[config.mk]
export PLATFORM = sky130hd
export DESIGN_NAME = reader_writer_gated_fifo
export DESIGN_NICKNAME = d
export VERILOG_FILES = /design/src/hw/rtl/rwgf_pkg.sv /design/src/hw/rtl/rwgf_datapath.sv /design/src/hw/rtl/rwgf_ctrl.sv /design/src/hw/rtl/reader_writer_gated_fifo.sv
export SDC_FILE = /design/constraint.sdc
export NUM_CORES = 1
export LEC_CHECK = 0
export ABC_AREA = 1
export BUFFER_PORTS_ARGS = -buffer_cell sky130_fd_sc_hd__buf_2
export CAP_MARGIN = 20
export CORE_UTILIZATION = 55
export DETAILED_ROUTE_END_ITERATION = 10
export GPL_ROUTABILITY_DRIVEN = 0
export PLACE_DENSITY = 0.77
export SLEW_MARGIN = 20
export SYNTH_ARGS = -nofsm -noshare
export SYNTH_HDL_FRONTEND = slang
export SYNTH_HIERARCHICAL = 1
export SYNTH_SLANG_ARGS = --single-unit
[constraint.sdc]
create_clock -name clk_i -period 4.85 [get_ports clk_i]
set_input_delay 0.2425 -clock clk_i [delete_from_list [all_inputs] [get_ports clk_i]]
set_output_delay 0.2425 -clock clk_i [all_outputs]
set_load 0.05 [all_outputs]
[src/hw/rtl/rwgf_pkg.sv]
// rwgf_pkg: shared types, codes and defaults for the reader/writer gated fifo
// depends on nothing; used by rwgf_ctrl, rwgf_datapath and the top level
`timescale 1ns / 1ps
`default_nettype none

package rwgf_pkg;

  // default number of fifo entries
  localparam int unsigned DefaultDepth = 4;

  // operation codes
  localparam logic [1:0] OpReadStart  = 2'd0;
  localparam logic [1:0] OpReadStop   = 2'd1;
  localparam logic [1:0] OpWriteStart = 2'd2;
  localparam logic [1:0] OpWriteStop  = 2'd3;

  // status codes
  localparam logic [3:0] StReadOk        = 4'd0;
  localparam logic [3:0] StEmpty         = 4'd1;
  localparam logic [3:0] StWriterActive  = 4'd2;
  localparam logic [3:0] StNoReader      = 4'd3;
  localparam logic [3:0] StReadStopped   = 4'd4;
  localparam logic [3:0] StWriteOk       = 4'd5;
  localparam logic [3:0] StFull          = 4'd6;
  localparam logic [3:0] StReadersActive = 4'd7;
  localparam logic [3:0] StWriteStopped  = 4'd8;
  localparam logic [3:0] StNoWriter      = 4'd9;

  typedef struct packed {
    logic [1:0] op;
    logic [7:0] write_byte;
  } in_t;

  typedef struct packed {
    logic [3:0] status;
    logic [7:0] read_byte;
    logic [2:0] readers_now;
  } out_t;

  // commands from the controller to the datapath
  typedef struct packed {
    logic       load;        // latch the status code of this transaction
    logic       pop;
    logic       push;
    logic       reader_inc;
    logic       reader_dec;
    logic       writer_set;
    logic       writer_clr;
    logic [3:0] code;
  } cmd_t;

  // status from the datapath to the controller
  typedef struct packed {
    logic writer_holds;
    logic empty;
    logic full;
    logic no_readers;
    logic readers_max;
  } dp_status_t;

endpackage

`default_nettype wire

[src/hw/rtl/rwgf_datapath.sv]
// rwgf_datapath: fifo storage, pointers, reader count, writer flag, result regs
// depends on rwgf_pkg; driven by commands from rwgf_ctrl
`timescale 1ns / 1ps
`default_nettype none

module rwgf_datapath #(
  parameter int unsigned DEPTH = rwgf_pkg::DefaultDepth
) (
  input  wire                  clk_i,
  input  wire                  rst_ni,
  input  rwgf_pkg::cmd_t       cmd_i,
  input  wire  [7:0]           write_byte_i,
  output rwgf_pkg::dp_status_t status_o,
  output rwgf_pkg::out_t       result_o
);

  localparam int unsigned AW = (DEPTH > 1) ? $clog2(DEPTH) : 1;
  localparam int unsigned CW = $clog2(DEPTH + 1);
  localparam int unsigned SW = CW + 1;

  logic [7:0]    mem [DEPTH];
  logic [7:0]    rdata_q;
  logic [AW-1:0] head_q, head_d;
  logic [CW-1:0] fill_q, fill_d;
  logic [CW-1:0] reader_q, reader_d;
  logic          writer_q, writer_d;
  logic [3:0]    code_q;
  logic [SW-1:0] wsum;
  logic [AW-1:0] waddr;

  // tail index, wrapped without a modulo
  always_comb begin
    wsum = SW'(head_q) + SW'(fill_q);
    if (wsum >= SW'(DEPTH)) begin
      wsum = wsum - SW'(DEPTH);
    end
    waddr = wsum[AW-1:0];
  end

  always_ff @(posedge clk_i) begin
    if (cmd_i.push) begin
      mem[waddr] <= write_byte_i;
    end
    if (cmd_i.pop) begin
      rdata_q <= mem[head_q];
    end
    if (cmd_i.load) begin
      code_q <= cmd_i.code;
    end
  end

  always_comb begin
    head_d   = head_q;
    fill_d   = fill_q;
    reader_d = reader_q;
    writer_d = writer_q;
    if (cmd_i.pop) begin
      head_d = (head_q == AW'(DEPTH - 1)) ? '0 : head_q + 1'b1;
      fill_d = fill_q - 1'b1;
    end
    if (cmd_i.push) begin
      fill_d = fill_q + 1'b1;
    end
    if (cmd_i.reader_inc) begin
      reader_d = reader_q + 1'b1;
    end
    if (cmd_i.reader_dec) begin
      reader_d = reader_q - 1'b1;
    end
    if (cmd_i.writer_set) begin
      writer_d = 1'b1;
    end
    if (cmd_i.writer_clr) begin
      writer_d = 1'b0;
    end
  end

  always_ff @(posedge clk_i or negedge rst_ni) begin
    if (!rst_ni) begin
      head_q   <= '0;
      fill_q   <= '0;
      reader_q <= '0;
      writer_q <= 1'b0;
    end else begin
      head_q   <= head_d;
      fill_q   <= fill_d;
      reader_q <= reader_d;
      writer_q <= writer_d;
    end
  end

  assign status_o.writer_holds = writer_q;
  assign status_o.empty        = (fill_q == '0);
  assign status_o.full         = (fill_q == CW'(DEPTH));
  assign status_o.no_readers   = (reader_q == '0);
  assign status_o.readers_max  = (reader_q == CW'(DEPTH));

  assign result_o.status      = code_q;
  assign result_o.read_byte   = (code_q == rwgf_pkg::StReadOk) ? rdata_q : 8'd0;
  assign result_o.readers_now = 3'(reader_q);

  // readers and the writer never hold access together
  a_lock_exclusive: assert property (@(posedge clk_i) disable iff (!rst_ni)
    !(writer_q && (reader_q != '0)))
    else $error("readers and writer active together");

  // no push into a full fifo, no pop from an empty one
  a_push_pop_legal: assert property (@(posedge clk_i) disable iff (!rst_ni)
    !(cmd_i.push && status_o.full) && !(cmd_i.pop && status_o.empty))
    else $error("fifo overflow or underflow");

  // a pop moves fill count down by one
  a_pop_fill: assert property (@(posedge clk_i) disable iff (!rst_ni)
    cmd_i.pop |=> (fill_q == $past(fill_q) - 1'b1))
    else $error("fill count not decremented on pop");

endmodule

`default_nettype wire

[src/hw/rtl/rwgf_ctrl.sv]
// rwgf_ctrl: handshake state machine and operation decode for the gated fifo
// depends on rwgf_pkg; commands rwgf_datapath from its status flags
`timescale 1ns / 1ps
`default_nettype none

module rwgf_ctrl (
  input  wire                  clk_i,
  input  wire                  rst_ni,
  input  wire                  in_valid_i,
  input  wire  [1:0]           op_i,
  input  wire                  out_stall_i,
  input  rwgf_pkg::dp_status_t dp_i,
  output logic                 in_stall_o,
  output logic                 out_valid_o,
  output rwgf_pkg::cmd_t       cmd_o
);

  localparam logic SIdle = 1'b0;
  localparam logic SResp = 1'b1;

  logic state_q, state_d;
  logic accept;

  assign out_valid_o = (state_q == SResp);
  assign in_stall_o  = out_valid_o && out_stall_i;
  assign accept      = in_valid_i && !in_stall_o;

  always_comb begin
    state_d = state_q;
    unique case (state_q)
      SIdle: begin
        if (accept) state_d = SResp;
      end
      SResp: begin
        if (accept) state_d = SResp;
        else if (!out_stall_i) state_d = SIdle;
      end
      default: state_d = SIdle;
    endcase
  end

  always_ff @(posedge clk_i or negedge rst_ni) begin
    if (!rst_ni) begin
      state_q <= SIdle;
    end else begin
      state_q <= state_d;
    end
  end

  // decode in the fixed order of checks
  always_comb begin
    cmd_o      = '0;
    cmd_o.load = accept;
    unique case (op_i)
      rwgf_pkg::OpReadStart: begin
        if (dp_i.writer_holds) cmd_o.code = rwgf_pkg::StWriterActive;
        else if (dp_i.empty) cmd_o.code = rwgf_pkg::StEmpty;
        else begin
          cmd_o.code       = rwgf_pkg::StReadOk;
          cmd_o.pop        = accept;
          cmd_o.reader_inc = accept && !dp_i.readers_max;
        end
      end
      rwgf_pkg::OpReadStop: begin
        if (dp_i.no_readers) cmd_o.code = rwgf_pkg::StNoReader;
        else if (dp_i.writer_holds) cmd_o.code = rwgf_pkg::StWriterActive;
        else begin
          cmd_o.code       = rwgf_pkg::StReadStopped;
          cmd_o.reader_dec = accept;
        end
      end
      rwgf_pkg::OpWriteStart: begin
        if (!dp_i.no_readers) cmd_o.code = rwgf_pkg::StReadersActive;
        else if (dp_i.writer_holds) cmd_o.code = rwgf_pkg::StWriterActive;
        else if (dp_i.full) cmd_o.code = rwgf_pkg::StFull;
        else begin
          cmd_o.code       = rwgf_pkg::StWriteOk;
          cmd_o.push       = accept;
          cmd_o.writer_set = accept;
        end
      end
      rwgf_pkg::OpWriteStop: begin
        if (!dp_i.writer_holds) cmd_o.code = rwgf_pkg::StNoWriter;
        else if (!dp_i.no_readers) cmd_o.code = rwgf_pkg::StReadersActive;
        else begin
          cmd_o.code       = rwgf_pkg::StWriteStopped;
          cmd_o.writer_clr = accept;
        end
      end
      default: cmd_o.code = rwgf_pkg::StNoWriter;
    endcase
  end

  // datapath state changes only happen on an accepted transaction
  a_cmd_needs_accept: assert property (@(posedge clk_i) disable iff (!rst_ni)
    (cmd_o.pop || cmd_o.push || cmd_o.reader_inc || cmd_o.reader_dec ||
     cmd_o.writer_set || cmd_o.writer_clr) |-> accept)
    else $error("datapath command without accepted transaction");

endmodule

`default_nettype wire

[src/hw/rtl/reader_writer_gated_fifo.sv]
// reader_writer_gated_fifo: result valid in the cycle after accept;
// throughput one transaction per cycle while out_stall_i is low, set by the
// single result register; the next is taken in the cycle this result is taken
// reset: asynchronous active low; fifo empty, no readers, no writer, no result
// fifo slots are not cleared and hold unknown data until written
// depends on rwgf_pkg, rwgf_ctrl, rwgf_datapath
`timescale 1ns / 1ps
`default_nettype none

module reader_writer_gated_fifo #(
  parameter int unsigned DEPTH = rwgf_pkg::DefaultDepth
) (
  input  wire             clk_i,
  input  wire             rst_ni,
  // request channel
  input  wire             in_valid_i,
  output logic            in_stall_o,
  input  rwgf_pkg::in_t   in_data_i,
  // result channel
  output logic            out_valid_o,
  input  wire             out_stall_i,
  output rwgf_pkg::out_t  out_data_o
);

  // command and status between controller and datapath
  rwgf_pkg::cmd_t       cmd;
  rwgf_pkg::dp_status_t dp_status;

  // controller: owns the handshake and decides each operation's outcome
  rwgf_ctrl u_ctrl (
    .clk_i       (clk_i),
    .rst_ni      (rst_ni),
    .in_valid_i  (in_valid_i),
    .op_i        (in_data_i.op),
    .out_stall_i (out_stall_i),
    .dp_i        (dp_status),
    .in_stall_o  (in_stall_o),
    .out_valid_o (out_valid_o),
    .cmd_o       (cmd)
  );

  // datapath: fifo memory with registered read, counters and result register
  rwgf_datapath #(
    .DEPTH (DEPTH)
  ) u_datapath (
    .clk_i        (clk_i),
    .rst_ni       (rst_ni),
    .cmd_i        (cmd),
    .write_byte_i (in_data_i.write_byte),
    .status_o     (dp_status),
    .result_o     (out_data_o)
  );

  // every accepted transaction shows a result in the next cycle
  a_accept_gives_result: assert property (@(posedge clk_i) disable iff (!rst_ni)
    (in_valid_i && !in_stall_o) |=> out_valid_o)
    else $error("accepted transaction produced no result");

endmodule

`default_nettype wire
==> key figures <==
Timing
  – Crit share post-route: 0.513
  – Final Hold Viols: 0
  – Max_slew headroom: 0.404
  – Max Clock Skew: roughly 0.0067 ns
  – Slew Viols, Final: 0
  – RSZ-0062 raised after global routing: no
  – Final setup viols: 0
  – Sum Neg Setup Slack: 0 ns
  – Worst Max-Slew Pin Slew: about 0.89 ns
  – Peak Freq: between 400 and 500 MHz
  – Tmin final: between 2 and 2.5 ns
  – Min Hold Slack: between 0.1 and 0.15 ns

Yosys
  – Mapped Nets: about 250
  – Synth top area share: 0.534
  – Register area share after synthesis: 0.636
  – Synthesized area: 2470 µm²
  – Leading area contributor after synthesis: edfxtp_1
  – Yosys cell types: 25
  – Synthesis-stage register bit count: 54
  – Yosys warns: 6
  – Synth area leaders: edfxtp_1 53%, dfrtp_1 10%, nor2_1 6.5%
  – Synth Instances: 236
  – Avg Inst Size Synth: between 10 and 15 µm²

Floorplanning
  – DIE AREA: 4770 µm²
  – Initial core utilization: 0.572
  – Rows: 24
  – Die outline width: between 60 and 70 µm
  – Core ar.: 4320 µm²
  – I/O Pins: 31
  – Height of the die: between 60 and 70 µm

Setup path
  – Critical path buffers and inverters: 1
  – CP Max Fanout: 8
  – Crit path kind: flip-flop to flip-flop
  – Crit path launch type: flip-flop
  – CP Depth: 6
  – Slowest cell on crit path: nor2_1
  – Slowest stage delay, CP: roughly 0.54 ns
  – CP required: 4.80 ns
  – Worst r2r path cells: 6
  – Crit-path cells: nor3_1 > nand2_1 > nor2_1 > inv_2 > or2_1 > nor2_1
  – CP most frequent cell: nor2_1
  – Critical Path End Type: flip-flop
  – Delay-heaviest family, CP: simple AND/OR/NAND/NOR gates
  – CP arrival: approximately 2.4 ns

Pwr
  – Cell internal pwr: 0.874 mW
  – Maximum vdd drop: 0.274 mV
  – Sw power: 0.543 mW
  – Seq pwr share: 0.455
  – Clock Power Share: 0.212
  – Comb pwr share: 0.334
  – Switching Share: 0.383
  – PD cells: 517 nW/µm²
  – LEAKAGE: 1.14 nW

Route
  – Via/cell ratio: 5.13
  – DR top layer: met4
  – Met2 routed WL: 1820 µm
  – WL final: 3890 µm
  – Detailed-route via count: 1,637
  – Remaining antenna violation count: 0
  – Initial drt markers: 95
  – DRC Markers: 0
  – Drt pass-1 iters: 4
  – WL met1: 1740 µm
  – Met3 WL: 195 µm
  – Mean routed wirelength per cell: 12.2 µm

Run
  – Max-Cap Viols: 0

Hold path
  – Min-delay worst type: input port to flip-flop
  – Hold Path Stages: 3

Clocking
  – # resized after CTS: 0
  – CTS Sinks: 54
  – Postcts setup bufs: 0
  – Worst-Skew Late Latency: between 0.3 and 0.4 ns
  – Clock buffer count from CTS: 5
  – CTS tree: yes
  – Hold_buf cts: 1
  – CTS root buffer: clkbuf_8
  – H-Tree Depth: 2
  – Clk slew on worst S/H paths: 0.10 ns
  – Max Buffers Root-to-Sink: 2

Layout
  – Most common cell after layout, fill and taps aside: edfxtp_1
  – Post-layout nets: 284
  – Share of cells above drive strength 1: 0.213
  – Commonest cells after routing, fill and taps aside: 44 x edfxtp_1, 43 x nor2_1, 38 x nand2_1
  – Inserted Diodes: 0
  – Final Core Density: 0.634
  – Layout area overhead: 10.9%
  – Finished Cell Area: 2740 µm²

Global routing
  – Largest net degree at the start of global routing: 21
  – Initial antenna violation count: 0
  – First-pass GRT wire length: 6490 µm
  – Grt total ovfl: 0
  – Number of global-route vias before repair: 1,504
  – Total track usage: 0.178

Placement
  – Post-DP HPWL: between 2000 and 3000 µm
  – Post-DP Area: between 2000 and 3000 µm²
  – Buffers on Ports: 30

Status
  – Status: completed
[worst paths after layout]
path | endpoint | slack (ns) | startpoint
max | u_datapath/mem[2][1]$_DFFE_PP_ | 2.36 | u_datapath/reader_q[1]$_DFFE_PN0P_
min | u_ctrl/out_valid_o$_DFF_PN0_ | 0.14 | in_valid_i
max reg2reg | u_datapath/mem[2][1]$_DFFE_PP_ | 2.36 | u_datapath/reader_q[1]$_DFFE_PN0P_
min reg2reg | u_datapath/fill_q[2]$_DFFE_PN0P_ | 0.52 | u_datapath/fill_q[2]$_DFFE_PN0P_
max in group asynchronous | u_datapath/fill_q[1]$_DFFE_PN0P_ | 4.34 | rst_ni
min in group asynchronous | u_datapath/fill_q[2]$_DFFE_PN0P_ | 0.32 | rst_ni
[per-stage QoR]
step	std cells	worst slack [ns]	total power, mW
2_1_floorplan	236	2.46	1.05
3_5_place_dp	310	2.37	1.12
6_report	319	2.36	1.42
3_3_place_gp	310	2.43	1.11
4_1_cts	319	2.35	1.42
5_1_grt	319	2.14	1.50
[per-layer routing]
layer	up-vias	global-route usage
met2	62	0.287
li1	836	-
met5	-	0
met3	14	0.0351
met4	0	0.118
met1	725	0.216
[power groups by stage]
stage | clock [mW] | combinational, mW | sequential, mW
after floorplan | 0 | 0.369 | 0.683
after global placement | 0 | 0.460 | 0.652
after detailed placement | 0 | 0.469 | 0.656
after CTS | 0.305 | 0.471 | 0.645
after global routing | 0.318 | 0.530 | 0.655
final | 0.300 | 0.473 | 0.644
[synth_stat cells (all sizes together)]
cell type,number
ha,2
buf,8
or2,1
fa,2
edfxtp,44
nand4,5
dfrtp,10
a21oi,2
nor2,50
nor3,6
xor2,2
nand3,7
o21ai,29
inv,30
nand2,38
[cell type report]
cell class	instances	area, µm²
inverters	30	115
clock buffers	5	68.8
flip-flops and latches	54	1570
well taps	52	65.1
fillers	340	1580
clock inverters	3	47.5
repair buffers	31	160
multi-input cells	144	713
[sequential cells by signal (all words and copies together) (netlist names)]
register and flops:
u_datapath/writer_q 1, u_datapath/reader_q 3, u_datapath/rdata_q 8, u_ctrl/out_valid_o 1, u_datapath/mem 32, u_datapath/head_q 2, u_datapath/code_q 4, u_datapath/fill_q 3
[worst reg2reg max path: stages, from the launching register on]
cell and delay [ns]:
dfrtp_1 0.42, nor3_1 0.44, nand2_1 0.13, nor2_1 0.25, inv_2 0.10, or2_1 0.23, nor2_1 0.54
[cell families (layout without fill, tap and decap cells)]
| logic type | Yosys count | count (layout) | synth area share |
|---|---|---|---|
| xor gates and xnor gates | 2 | 2 | 0.00709 |
| DFF | 54 | 54 | 0.636 |
| AOI/OAI and AO/OA | 31 | 31 | 0.0688 |
| and+or+nand+nor | 107 | 107 | 0.186 |
| buffers and inverters | 38 | 69 | 0.0759 |
| adders and majority gates | 4 | 4 | 0.0263 |
Power figures use the tool's default switching activity.
